$ cat src/rtl/modbus_level_reply_parser_defines.svh
// Assertion macros shared by the reply parser RTL.
// ASSERT_IMPL: when pre holds at a clock edge, post holds at that same edge.
// ASSERT_NEXT: when pre holds at a clock edge, post holds at the following edge.
`ifndef MODBUS_LEVEL_REPLY_PARSER_DEFINES_SVH
`define MODBUS_LEVEL_REPLY_PARSER_DEFINES_SVH

`ifndef SYNTHESIS
`define ASSERT_IMPL(label, clk, rst_n, pre, post) \
  label: assert property (@(posedge clk) disable iff (!(rst_n)) (pre) |-> (post)) \
    else $error("assertion failed");
`define ASSERT_NEXT(label, clk, rst_n, pre, post) \
  label: assert property (@(posedge clk) disable iff (!(rst_n)) (pre) |=> (post)) \
    else $error("assertion failed");
`else
`define ASSERT_IMPL(label, clk, rst_n, pre, post)
`define ASSERT_NEXT(label, clk, rst_n, pre, post)
`endif

`endif

$ cat src/rtl/mlrp_pkg.sv
package mlrp_pkg;

  // Frame status codes reported with each result beat.
  typedef enum logic [1:0] {
    StOk       = 2'd0,
    StShort    = 2'd1,
    StCrcError = 2'd2,
    StHdrError = 2'd3
  } status_e;

  // Configuration register indexes.
  localparam int unsigned CfgIdxW = 8;
  localparam logic [CfgIdxW-1:0] CfgSlaveAddr = 8'd0;
  localparam logic [CfgIdxW-1:0] CfgFunction  = 8'd1;

  localparam logic [7:0] SlaveAddrReset = 8'd1;
  localparam logic [7:0] FunctionReset  = 8'd3;

  // Modbus CRC-16: reflected polynomial, all-ones start value.
  localparam logic [15:0] CrcInit = 16'hFFFF;
  localparam logic [15:0] CrcPoly = 16'hA001;

  // Word fields sit at byte offsets 7 to 14 of the reply.
  localparam logic [7:0] WordFirstPos = 8'd7;
  localparam logic [7:0] WordLastPos  = 8'd14;
  localparam logic [7:0] ShortLimit   = 8'd3;
  localparam logic [7:0] CountMax     = 8'd255;
  localparam int unsigned NumWords    = 4;

  // One byte through the CRC, unrolled bit by bit.
  function automatic logic [15:0] crc_add_byte(input logic [15:0] crc, input logic [7:0] b);
    logic [15:0] c;
    c = crc ^ {8'h00, b};
    for (int k = 0; k < 8; k++) begin
      if (c[0]) begin
        c = (c >> 1) ^ CrcPoly;
      end else begin
        c = c >> 1;
      end
    end
    return c;
  endfunction

endpackage

$ cat src/rtl/modbus_level_reply_parser.sv
// Modbus RTU reply parser for a read-holding-registers answer from a level
// sensor. Reply bytes arrive one per input beat, with frame_end_i set on the
// last byte. The parser accepts one byte in every clock cycle; the frame state
// (running CRC, header check, byte count and the four data words) updates in
// the cycle the byte is taken. Each frame end produces one result beat in the
// cycle after its last byte, held in an output register until taken. The input
// stalls only while that register is full and the downstream side is not
// ready. Status is ok, too short (under four bytes), CRC mismatch or header
// mismatch, checked in that order; the data words read as zero unless ok.
// The two configuration registers may be written at any cycle (the port is
// always ready) and should be changed only between frames.
`include "modbus_level_reply_parser_defines.svh"

module modbus_level_reply_parser #(
  parameter int unsigned REGISTER_COUNT = 6
) (
  input  logic                          clk_i,
  input  logic                          rst_ni,
  // Byte input
  input  logic                          in_valid_i,
  output logic                          in_ready_o,
  input  logic [7:0]                    rx_byte_i,
  input  logic                          frame_end_i,
  // Result output
  output logic                          out_valid_o,
  input  logic                          out_ready_i,
  output logic [1:0]                    status_o,
  output logic [15:0]                   unit_code_o,
  output logic [15:0]                   decimal_places_o,
  output logic signed [15:0]            level_value_o,
  output logic signed [15:0]            zero_offset_o,
  // Configuration writes
  input  logic                          cfg_valid_i,
  output logic                          cfg_ready_o,
  input  logic [mlrp_pkg::CfgIdxW-1:0]  cfg_index_i,
  input  logic [7:0]                    cfg_data_i
);

  import mlrp_pkg::*;

  localparam logic [7:0] ByteCountExp = 8'((2 * REGISTER_COUNT) % 256);

  logic [7:0]  slave_addr_q, function_q;
  logic [15:0] crc_q, crc_d;
  logic [15:0] crc_hist_q;
  logic [7:0]  prev_byte_q;
  logic [7:0]  byte_cnt_q, byte_cnt_d;
  logic        hdr_ok_q, hdr_ok_d;
  logic [15:0] words_q [NumWords];
  logic [15:0] words_d [NumWords];

  logic        out_valid_q;
  status_e     status_q, status_d;
  logic [15:0] res_q [NumWords];

  logic        in_fire, end_fire;
  logic [7:0]  word_ofs;
  logic        in_words;
  logic [1:0]  word_sel;

  // Handshakes: the output register frees the input side once taken.
  assign in_ready_o  = !out_valid_q || out_ready_i;
  assign cfg_ready_o = 1'b1;
  assign in_fire     = in_valid_i && in_ready_o;
  assign end_fire    = in_fire && frame_end_i;

  // Configuration registers; unknown indexes are ignored.
  always_ff @(posedge clk_i or negedge rst_ni) begin
    if (!rst_ni) begin
      slave_addr_q <= SlaveAddrReset;
      function_q   <= FunctionReset;
    end else if (cfg_valid_i) begin
      if (cfg_index_i == CfgSlaveAddr) begin
        slave_addr_q <= cfg_data_i;
      end
      if (cfg_index_i == CfgFunction) begin
        function_q <= cfg_data_i;
      end
    end
  end

  // Per-byte frame update: header check, word capture, CRC and count.
  assign word_ofs = byte_cnt_q - WordFirstPos;
  assign in_words = (byte_cnt_q >= WordFirstPos) && (byte_cnt_q <= WordLastPos);
  assign word_sel = word_ofs[2:1];

  always_comb begin
    hdr_ok_d = hdr_ok_q;
    if ((byte_cnt_q == 8'd0) && (rx_byte_i != slave_addr_q)) hdr_ok_d = 1'b0;
    if ((byte_cnt_q == 8'd1) && (rx_byte_i != function_q))   hdr_ok_d = 1'b0;
    if ((byte_cnt_q == 8'd2) && (rx_byte_i != ByteCountExp)) hdr_ok_d = 1'b0;

    for (int w = 0; w < NumWords; w++) begin
      words_d[w] = words_q[w];
    end
    if (in_words) begin
      if (!word_ofs[0]) begin
        words_d[word_sel][15:8] = rx_byte_i;
      end else begin
        words_d[word_sel][7:0] = rx_byte_i;
      end
    end

    crc_d      = crc_add_byte(crc_q, rx_byte_i);
    byte_cnt_d = (byte_cnt_q == CountMax) ? CountMax : byte_cnt_q + 8'd1;
  end

  // Status at frame end: the CRC from before the last two bytes must match them.
  always_comb begin
    if (byte_cnt_q < ShortLimit) begin
      status_d = StShort;
    end else if ((crc_hist_q[7:0] != prev_byte_q) || (crc_hist_q[15:8] != rx_byte_i)) begin
      status_d = StCrcError;
    end else if (!hdr_ok_d) begin
      status_d = StHdrError;
    end else begin
      status_d = StOk;
    end
  end

  // Frame state registers, cleared after every frame end.
  always_ff @(posedge clk_i or negedge rst_ni) begin
    if (!rst_ni) begin
      crc_q       <= CrcInit;
      crc_hist_q  <= CrcInit;
      prev_byte_q <= 8'd0;
      byte_cnt_q  <= 8'd0;
      hdr_ok_q    <= 1'b1;
      for (int w = 0; w < NumWords; w++) begin
        words_q[w] <= 16'd0;
      end
    end else if (in_fire) begin
      if (frame_end_i) begin
        crc_q       <= CrcInit;
        crc_hist_q  <= CrcInit;
        prev_byte_q <= 8'd0;
        byte_cnt_q  <= 8'd0;
        hdr_ok_q    <= 1'b1;
        for (int w = 0; w < NumWords; w++) begin
          words_q[w] <= 16'd0;
        end
      end else begin
        crc_q       <= crc_d;
        crc_hist_q  <= crc_q;
        prev_byte_q <= rx_byte_i;
        byte_cnt_q  <= byte_cnt_d;
        hdr_ok_q    <= hdr_ok_d;
        for (int w = 0; w < NumWords; w++) begin
          words_q[w] <= words_d[w];
        end
      end
    end
  end

  // Result register valid flag.
  always_ff @(posedge clk_i or negedge rst_ni) begin
    if (!rst_ni) begin
      out_valid_q <= 1'b0;
    end else if (end_fire) begin
      out_valid_q <= 1'b1;
    end else if (out_ready_i) begin
      out_valid_q <= 1'b0;
    end
  end

  // Result payload; words are masked to zero unless the frame is good.
  always_ff @(posedge clk_i) begin
    if (end_fire) begin
      status_q <= status_d;
      for (int w = 0; w < NumWords; w++) begin
        res_q[w] <= (status_d == StOk) ? words_d[w] : 16'd0;
      end
    end
  end

  assign out_valid_o      = out_valid_q;
  assign status_o         = status_q;
  assign unit_code_o      = res_q[0];
  assign decimal_places_o = res_q[1];
  assign level_value_o    = $signed(res_q[2]);
  assign zero_offset_o    = $signed(res_q[3]);

  // A frame end always clears the frame state and raises a result beat.
  `ASSERT_NEXT(a_frame_clear, clk_i, rst_ni, end_fire,
               (byte_cnt_q == 8'd0) && (crc_q == CrcInit) && hdr_ok_q && out_valid_o)
  // A frame ending before its fourth byte is reported as short.
  `ASSERT_NEXT(a_short_frame, clk_i, rst_ni, end_fire && (byte_cnt_q < ShortLimit),
               status_o == StShort)
  // Data words are zero on any result that is not ok.
  `ASSERT_IMPL(a_words_masked, clk_i, rst_ni, out_valid_o && (status_o != StOk),
               (unit_code_o == 16'd0) && (decimal_places_o == 16'd0) &&
               (level_value_o == 16'sd0) && (zero_offset_o == 16'sd0))

endmodule
$ cat config.mk
export PLATFORM = sky130hd
export DESIGN_NAME = modbus_level_reply_parser
export DESIGN_NICKNAME = d
export VERILOG_FILES = /design/src/rtl/mlrp_pkg.sv /design/src/rtl/modbus_level_reply_parser.sv
export VERILOG_INCLUDE_DIRS = /design/src /design/src/rtl
export SDC_FILE = /design/constraint.sdc
export NUM_CORES = 1
export LEC_CHECK = 0
export BUFFER_PORTS_ARGS = -buffer_cell sky130_fd_sc_hd__buf_4
export CAP_MARGIN = 25
export CORE_MARGIN = 2
export CORE_UTILIZATION = 50
export DETAILED_ROUTE_END_ITERATION = 10
export PLACE_DENSITY = 0.78
export SYNTH_ARGS = -nofsm -noshare
export SYNTH_HDL_FRONTEND = slang
export SYNTH_SLANG_ARGS = --single-unit
$ cat constraint.sdc
create_clock -name clk_i -period 5.5 [get_ports clk_i]
set_input_delay 0 -clock clk_i [delete_from_list [all_inputs] [get_ports clk_i]]
set_output_delay 0 -clock clk_i [all_outputs]
set_load 0.02 [all_outputs]
# Word-level counts from Yosys, hierarchy flattened

Memories as Yosys holds them, arrays and structs flattened.
Cells that the tools add are included.

Register bits after elaboration: 132
Bits in writable memories: 64
Bits of input ports: 30
Output and inout port bits: 69
Word-level logic and storage cells: 93
Memories kept: 1

Add/sub/neg operators: 2
Magnitude comparators: 5
Equal/unequal tests: 9
Muxes and demuxes: 37
Bitwise operators: 10
Reductions and logical operators: 16

Memories:

| memory | depth | bits a word | rd ports | clocked after Yosys merged registers in | write ports | RTL line                        | RTL |
|---|---|---|---|---|---|---|---|
| res_q  | 4     | 16          | 4        | 0                                       | 4           | modbus_level_reply_parser.sv:54 | `logic [15:0] res_q [NumWords];` |

Operators by type and width:

| kind                  | number |
|---|---|
| $mux W16              | 15 |
| $mux W64              | 3 |
| $bwmux W64            | 2 |
| $demux W16 S2         | 2 |
| $mux W8               | 4 |
| $ne A8 B8 Y1          | 4 |
| $not A2 Y3            | 9 |
| $eq A8 B1 Y1 const B  | 2 |
| $logic_not A8 Y1      | 2 |
| $xor A16 B8 Y16       | 1 |
| $add A8 B1 Y8 const B | 1 |
| $eq A8 B2 Y1 const B  | 1 |
| $eq A8 B8 Y1 const B  | 1 |
| $ge A8 B3 Y1 const B  | 1 |
| $le A8 B4 Y1 const B  | 1 |
| $lt A8 B2 Y1 const B  | 1 |
| $mux W1               | 8 |
| $ne A8 B4 Y1 const B  | 1 |
| $logic_and A1 B1 Y1   | 7 |
| $mux W2               | 3 |
| $reduce_and A2 Y1     | 2 |
| $ge A3 B3 Y1 const B  | 1 |
| $lt A3 B1 Y1 const B  | 1 |
| $sub A3 B3 Y3 const B | 1 |
| 4 further kinds       | 5 |

# Longest topological paths before layout

Gate-level depths: netlist of run 1.

Depth after elaboration: 18
Depth in mapped cells: 9
Depth with buffers taken out: 7

# Worst setup path before layout of run 1

Ideal clock, no wire load.

Path type: register to register
Start point: register out_valid_q (netlist: out_valid_o)
End point: memory res_q[0][0], enable pin
Setup time: 0.420 ns
Arrival: 2.725 ns
Data required time: 5.080 ns
Path slack: 2.355 ns
Cell stages (with the launch flop): 7
Path buffers: 2
Period minus slack after synthesis: 3.145 ns
Path through: dfrtp_1 > nand2b_1 > and2_1 > clkbuf_1 > clkbuf_1 > nand2_1 > inv_1

RTL lines:

| item                   | RTL line                         | RTL |
|---|---|---|
| from (decl)            | modbus_level_reply_parser.sv:52  | `logic out_valid_q;` |
| from (signal assigned) | modbus_level_reply_parser.sv:158 | `out_valid_q <= 1'b0;` |
| from (signal assigned) | modbus_level_reply_parser.sv:160 | `out_valid_q <= 1'b1;` |
| from (signal assigned) | modbus_level_reply_parser.sv:162 | `out_valid_q <= 1'b0;` |
| to (decl)              | modbus_level_reply_parser.sv:54  |  |

==> results.sh, run 1 <==
export IMPL_timing_final_max_slew_violations=0
export IMPL_critPathKind="flop to flop"
export IMPL_syn_to_final_growth_pct=15.7
export IMPL_grt_antenna_before_repair=0
export IMPL_tritonroute_pass_1_iters=5
export IMPL_drv_cap=0
export IMPL_synth_top_cell_area_share_pct=24.4
export IMPL_timing_final_ws_setup_ns=2.24
export IMPL_pre_cts_slack_ns=2.29
export IMPL_grt_first_pass_wirelength_mm=35.6
export IMPL_drive_gt1_share_pct=26.1
export IMPL_antenna_diode_count=0
export IMPL_totalNegativeSetupSlack_ns=0
export IMPL_gp_congestion=0.835
export IMPL_type_of_element_capturing_the_critical_path="flop"
export IMPL_yosys_warnings=0
export IMPL_fillerInstances=1548
export IMPL_gr_usage_all_layers_pct=22.3
export IMPL_die_y_um=143
export IMPL_netlist_top_cells_area="sky130_fd_sc_hd__dfrtp_1 24%, sky130_fd_sc_hd__edfxtp_1 21%, sky130_fd_sc_hd__dfstp_2 8.5%"
export IMPL_cts_root_buf="sky130_fd_sc_hd__clkbuf_16"
export IMPL_hpwlAfterDp_mm=13.1
export IMPL_yosys_register_bits=191
export IMPL_coreArea_um2=18800
export IMPL_max_slew_margin_pct=34.5
export IMPL_clock_tree_buffer_depth=2
export IMPL_die_x_um=143
export IMPL_worstHoldPathType="input port to flop"
export IMPL_drt_first_iter_violations=739
export IMPL_overflow=0
export IMPL_synth_ff_type="sky130_fd_sc_hd__dfrtp_1"
export IMPL_avgSynthCellArea_um2=11.1
export IMPL_worst_setup_hold_path_clk_slew_ns=0.07
export IMPL_drt_total_wl_mm=21.8
export IMPL_synthesis_nets=901
export IMPL_fin_skew_ns=0.00739
export IMPL_synth_area_um2=9630
export IMPL_detail_route_vias_per_cell=5.78
export IMPL_clock_tree_from_tritoncts="done"
export IMPL_postSynth_asyncResetShare_pct=65.4
export IMPL_ir_worst_vdd_uv=266
export IMPL_cts_resized_gates=0
export IMPL_final_hold_violation_count=0
export IMPL_period_share_pct=59.2
export IMPL_timing_critical_path_arrival_ns=3.40
export IMPL_power_leakage_nw=4.64
export IMPL_maximum_number_of_pins_on_one_net_before_global_route_repair=87
export IMPL_htree_num_levels=4
export IMPL_unrepaired_setup_endpoints_after_global_routing="no"
export IMPL_postCtsSetupRepairBufs=0
export IMPL_yosysUniqueCellTypes=49
export IMPL_cts_buffers_inserted=17
export IMPL_worstPathMaxFanout=55
export IMPL_grt_pass1_vias=6789
export IMPL_tightest_slew_ns=0.982
export IMPL_fin_nets=969
export IMPL_timing_final_setup_violations=0
export IMPL_portBuffers=97
export IMPL_power_per_cell_area_nw_per_um2=397
export IMPL_num_vias=6965
export IMPL_required_arrival_time_at_the_worst_endpoint_ns=5.65
export IMPL_avgRoutedWirePerCell_um=18.1
export IMPL_timing_critical_path_from_type="flop"
export IMPL_clkSinkCount=191
export IMPL_antenna_left=0
export IMPL_synth_sequential_area_ratio_pct=53.5
export IMPL_io_pins=99
export IMPL_layout_cells_most_common="sky130_fd_sc_hd__nand2_1"
export IMPL_synthesis_instances=865
export IMPL_starting_density_of_the_core_pct=51.1
export IMPL_fp_dieArea_um2=20400
export IMPL_timing_fmax_ghz=0.307
export IMPL_post_route_drc_count=0
export IMPL_edff_count_synth=66
export IMPL_synth_largest_area_cell="sky130_fd_sc_hd__dfrtp_1"
export IMPL_layout_common_cells="119 x sky130_fd_sc_hd__nand2_1, 105 x sky130_fd_sc_hd__buf_4, 94 x sky130_fd_sc_hd__dfrtp_1"
export IMPL_timing_final_crit_period_ns=3.26
export IMPL_fp_row_count=50
export IMPL_status="finished clean"
export IMPL_clock_insertion_delay_worst_skew_ns=0.44
layout make-up:
type,count,area [µm²],area share (%)
well taps,260,325,2.92
flip-flops and latches,191,5150,46.2
multi-input cells,595,4070,36.5
inverters,7,26.3,0.236
clock inverters,13,195,1.75
clock buffers,18,429,3.85
repair buffers,121,953,8.55
cells in the mapped netlist, types with 3 or more instances:
library cell,count
sky130_fd_sc_hd__inv_1,7
sky130_fd_sc_hd__a21oi_1,17
sky130_fd_sc_hd__nor3_2,54
sky130_fd_sc_hd__dfstp_2,31
sky130_fd_sc_hd__nand2b_1,3
sky130_fd_sc_hd__mux2_2,16
sky130_fd_sc_hd__and3_1,3
sky130_fd_sc_hd__o21ai_1,60
sky130_fd_sc_hd__xor2_1,3
sky130_fd_sc_hd__buf_6,8
sky130_fd_sc_hd__nor4_2,6
sky130_fd_sc_hd__buf_2,8
sky130_fd_sc_hd__nor2_1,27
sky130_fd_sc_hd__mux2i_1,64
sky130_fd_sc_hd__clkbuf_1,44
sky130_fd_sc_hd__buf_1,5
sky130_fd_sc_hd__nor3_1,19
sky130_fd_sc_hd__o21ai_0,37
sky130_fd_sc_hd__dfrtp_1,94
sky130_fd_sc_hd__nand2_1,120
sky130_fd_sc_hd__nand4_1,7
sky130_fd_sc_hd__edfxtp_1,66
sky130_fd_sc_hd__buf_8,5
sky130_fd_sc_hd__o22a_1,3
sky130_fd_sc_hd__ha_1,6
sky130_fd_sc_hd__nand3_1,14
sky130_fd_sc_hd__xnor2_1,40
sky130_fd_sc_hd__a31oi_1,6
sky130_fd_sc_hd__a22oi_1,64
per-stage QoR:
stage / utilization, % / area (µm²) / cells / power [W] / hold slack [ns]
2_1_floorplan: - / 9630 / 865 / 0.00285 / -0.296
3_3_place_gp: 55.0 / 10400 / 1158 / 0.00305 / 0.00130
3_5_place_dp: 55.0 / 10400 / 1158 / 0.00310 / 0.00765
4_1_cts: 59.1 / 11100 / 1203 / 0.00443 / 0.000875
5_1_grt: 59.2 / 11100 / 1205 / 0.00466 / 0.0452
6_report: 59.2 / 11100 / 1205 / 0.00442 / 0.0127
critical path: stages, from the launching register on:
cell and delay (ns):
sky130_fd_sc_hd__dfrtp_1 0.45, sky130_fd_sc_hd__or4_1 0.71, sky130_fd_sc_hd__or3_4 0.42, sky130_fd_sc_hd__a31oi_4 0.44
sky130_fd_sc_hd__buf_4 0.73, sky130_fd_sc_hd__nor3_1 0.15
repair_timing:
action | 4_1_cts | 5_1_grt
hold endpoints to repair | 74 | 0
setup endpoints to repair | 0 | 0
hold buffers | 14 | 0
where the power goes:
part,total [W],switching [W],internal (W)
registers,0.00200,0.000216,0.00179
logic,0.00109,0.000616,0.000477
clock network,0.00133,0.000529,0.000798
cells by family (layout without fill, tap and decap cells):
kind of cell | after synthesis | count (layout) | synth area share [%]
adders and majority gates | 6 | 6 | 0.780
xor gates and xnor gates | 46 | 46 | 4.63
DFF | 191 | 191 | 53.5
and+or+nand+nor | 269 | 269 | 16.0
muxes | 80 | 80 | 8.52
buffers and inverters | 79 | 159 | 4.47
AOI/OAI and AO/OA | 193 | 193 | 12.1
other | 1 | 1 | 0.0389
sequential cells by signal, indices dropped and copies added, names as in the netlist:
signal        count
words_q          64
status_o          2
slave_addr_q      8
crc_q            16
res_q            64
prev_byte_q       8
out_valid_o       1
function_q        8
crc_hist_q       11
hdr_ok_q          1
byte_cnt_q        8
routing by layer:
metal  vias to the layer above  track usage, %  part of all wire, %
met5                         -               0                    0
met1                      3432            31.7                   45
met3                        30            4.73                  6.2
met4                         0            6.31                  1.7
li1                       3242               -                    -
met2                       261            34.7                   47
path summary, 6_finish.rpt:
kind,startpoint,endpoint,slack (ns),cells past startpoint
worst max register to register,byte_cnt_q[6]$_DFFE_PN0P_,res_q[3][3]$_SDFFCE_PP0P_,2.24,5
worst min register to register,crc_q[9]$_DFFE_PN1P_,crc_q[9]$_DFFE_PN1P_,0.45,2
min in group asynchronous,rst_ni,function_q[3]$_DFFE_PN0P_,0.05,2
max in group asynchronous,rst_ni,words_q[50]$_DFFE_PN0P_,4.46,3
worst max-delay path,byte_cnt_q[6]$_DFFE_PN0P_,res_q[3][3]$_SDFFCE_PP0P_,2.24,5
worst min-delay path,rx_byte_i[1],prev_byte_q[1]$_DFFE_PN0P_,0.01,3
Note: power is estimated with default switching activity, not from simulation.
==> inputs of run 2 (changes only) <==
--- a/config.mk
+++ b/config.mk
@@ -11,7 +11,7 @@
 export CORE_MARGIN = 2
 export CORE_UTILIZATION = 50
 export DETAILED_ROUTE_END_ITERATION = 10
-export PLACE_DENSITY = 0.78
+export PLACE_DENSITY = 0.81
 export SYNTH_ARGS = -nofsm -noshare
 export SYNTH_HDL_FRONTEND = slang
 export SYNTH_SLANG_ARGS = --single-unit
==> constraint.sdc (replaced) <==
create_clock -name clk_i -period 2.7 [get_ports clk_i]
set_input_delay 0 -clock clk_i [delete_from_list [all_inputs] [get_ports clk_i]]
set_output_delay 0 -clock clk_i [all_outputs]
set_load 0.02 [all_outputs]
==> run 2 against run 1 <==
Against the previous run: global-route usage up 0.24 points; largest power group unchanged; critical path type unchanged; cell area rose by 1.7%; clock skew grew 0.0033 ns; core utilization is 1.0 points higher; die area unchanged; sequential share of layout area shrank 0.77 points; sequential power increased by 100%; wire length increased by 0.33%; via count rose by 1.5%.
==> results.sh, run 2 (synthesis results as in run 1) <==
export IMPL_htree_num_levels=4
export IMPL_num_vias=7069
export IMPL_fillerInstances=1487
export IMPL_post_route_drc_count=0
export IMPL_fp_dieArea_um2=20400
export IMPL_type_of_element_capturing_the_critical_path="flop"
export IMPL_fp_row_count=50
export IMPL_final_instance_count_excl_fill=1232
export IMPL_power_per_cell_area_nw_per_um2=775
export IMPL_avgRoutedWirePerCell_um=17.8
export IMPL_starting_density_of_the_core_pct=51.1
export IMPL_ir_worst_vdd_uv=520
export IMPL_io_pins=99
export IMPL_timing_fmax_ghz=0.392
export IMPL_final_hold_violation_count=0
export IMPL_multiInputGateArea_um2=4070
export IMPL_timing_final_ws_setup_ns=0.148
export IMPL_route_met3_wl_mm=1.43
export IMPL_syn_to_final_growth_pct=17.7
export IMPL_timing_critical_path_arrival_ns=2.92
export IMPL_clock_tree_buffer_depth=2
export IMPL_critical_path_top_delay_family="simple AND/OR/NAND/NOR gates"
export IMPL_cp_cell_sequence="buf_4 > ha_1 > and2_1 > a22oi_1 > nor3_1 > a22oi_1 > o21ai_1"
export IMPL_detail_route_vias_per_cell=5.74
export IMPL_power_leakage_nw=4.73
export IMPL_fin_nets=995
export IMPL_timing_final_max_slew_violations=0
export IMPL_layout_cells_most_common="sky130_fd_sc_hd__buf_4"
export IMPL_critPathMaxStageDelay_ns=0.81
export IMPL_overflow=0
export IMPL_clkSinkCount=191
export IMPL_max_slew_margin_pct=37.0
export IMPL_drt_first_iter_violations=765
export IMPL_timing_final_crit_period_ns=2.55
export IMPL_clock_insertion_delay_worst_skew_ns=0.45
export IMPL_cts_buffers_inserted=17
export IMPL_drt_total_wl_mm=21.9
export IMPL_layout_common_cells="127 x sky130_fd_sc_hd__buf_4, 119 x sky130_fd_sc_hd__nand2_1, 94 x sky130_fd_sc_hd__dfrtp_1"
export IMPL_worstPathMaxFanout=9
export IMPL_grt_first_pass_wirelength_mm=35.7
export IMPL_wl_met2_mm=10.7
export IMPL_met1Wirelength_mm=9.42
export IMPL_timing_final_setup_violations=0
export IMPL_placed_cells=1185
export IMPL_antenna_diode_count=0
export IMPL_period_share_pct=94.5
export IMPL_drive_gt1_share_pct=27.8
export IMPL_grt_antenna_before_repair=0
export IMPL_clock_tree_from_tritoncts="done"
export IMPL_critPathKind="flop to flop"
export IMPL_grt_pass1_vias=6787
export IMPL_timing_critical_path_from_type="flop"
export IMPL_hpwlAfterDp_mm=13.7
export IMPL_fin_skew_ns=0.0107
export IMPL_regArea_um2=5150
export IMPL_die_x_um=143
export IMPL_gp_congestion=0.860
export IMPL_maximum_number_of_pins_on_one_net_before_global_route_repair=77
export IMPL_required_arrival_time_at_the_worst_endpoint_ns=3.07
export IMPL_critical_path_slowest_stage_cell="sky130_fd_sc_hd__nor3_1"
export IMPL_unrepaired_setup_endpoints_after_global_routing="yes"
export IMPL_status="finished clean"
export IMPL_tritonroute_pass_1_iters=5
export IMPL_worst_setup_hold_path_clk_slew_ns=0.07
export IMPL_cts_root_buf="sky130_fd_sc_hd__clkbuf_16"
export IMPL_worst_path_buf_inv=1
export IMPL_antenna_left=0
export IMPL_portBuffers=97
export IMPL_drv_cap=0
export IMPL_coreArea_um2=18800
export IMPL_top_regs="res_q x64, words_q x64, crc_q x16"
export IMPL_top_layer_reached_by_signal_wires="met4"
export IMPL_final_hold_worst_slack_ns=0.0290
export IMPL_cp_common_cell="sky130_fd_sc_hd__a22oi_1"
export IMPL_final_core_utilization_pct=60.2
export IMPL_tightest_slew_ns=0.938
export IMPL_die_y_um=143
export IMPL_gr_usage_all_layers_pct=22.5
export IMPL_pre_cts_slack_ns=0.233
export IMPL_worstHoldPathType="input port to asynchronous set/reset pin"
[run 2: changes by cell type in the layout (fill, tap and decap cells not counted)]
cell                            change
sky130_fd_sc_hd__inv_2              -1
sky130_fd_sc_hd__clkinv_2           -2
sky130_fd_sc_hd__bufinv_16          -3
sky130_fd_sc_hd__clkbuf_1           +2
sky130_fd_sc_hd__dlygate4sd3_1      +1
sky130_fd_sc_hd__clkinv_1           +1
sky130_fd_sc_hd__clkinvlp_4         +3
sky130_fd_sc_hd__buf_12             +4
sky130_fd_sc_hd__buf_2              -1
sky130_fd_sc_hd__clkinv_4           +1
sky130_fd_sc_hd__buf_4             +22
[run 2: worst register-to-register path, stage by stage, from the launching register on]
cell,delay (ns)
sky130_fd_sc_hd__dfrtp_1,0.35
sky130_fd_sc_hd__buf_4,0.17
sky130_fd_sc_hd__ha_1,0.32
sky130_fd_sc_hd__and2_1,0.26
sky130_fd_sc_hd__a22oi_1,0.20
sky130_fd_sc_hd__nor3_1,0.81
sky130_fd_sc_hd__a22oi_1,0.18
sky130_fd_sc_hd__o21ai_1,0.19
[run 2: stage by stage]
step	TNS [ns]	instance area (µm²)	power, W
CTS	0	11300	0.00881
detailed placement	0	10600	0.00636
floorplan	0	9630	0.00580
global route	-0.00805	11300	0.00926
global placement	0	10600	0.00625
finish	0	11300	0.00878
[run 2: metal layers]
layer,vias up,GRT usage (%)
li1,3299,-
met1,3474,31.0
met2,261,35.8
met3,35,4.76
met4,0,7.35
met5,-,0
[run 2: layout make-up]
type                    instances  share of cell area (%)
clock buffers                  20                    3.85
clock inverters                12                    1.08
multi-input cells             595                    35.9
repair buffers                147                    10.6
well taps                     260                    2.87
flip-flops and latches        191                    45.4
inverters                       7                   0.265
[run 2: final timing paths]
path                                      startpoint                     endpoint  slack [ns]  cells after the start
max                        byte_cnt_q[0]$_DFFE_PN0P_      words_q[54]$_DFFE_PN0P_        0.15                      7
min                                           rst_ni  slave_addr_q[3]$_DFFE_PN0P_        0.03                      2
max reg2reg                byte_cnt_q[0]$_DFFE_PN0P_      words_q[54]$_DFFE_PN0P_        0.15                      7
min reg2reg                    crc_q[11]$_DFFE_PN1P_        crc_q[11]$_DFFE_PN1P_        0.45                      2
max in group asynchronous                     rst_ni         crc_q[7]$_DFFE_PN1P_        1.89                      3
min in group clk_i                      rx_byte_i[6]   prev_byte_q[6]$_DFFE_PN0P_        0.03                      3
[run 2: power breakdown]
part | switching (W) | leakage [nW] | internal, W
Clock | 0.00107 | 0.266 | 0.00135
Combinational | 0.00126 | 2.27 | 0.00102
Sequential | 0.000440 | 2.19 | 0.00364
[run 2: what timing repair did]
action,in CTS,in global routing
gates resized for setup,0,0
buffers inserted,0,0
setup endpoints to repair,0,2
endpoints found under the hold margin,134,0
hold buffers,15,0
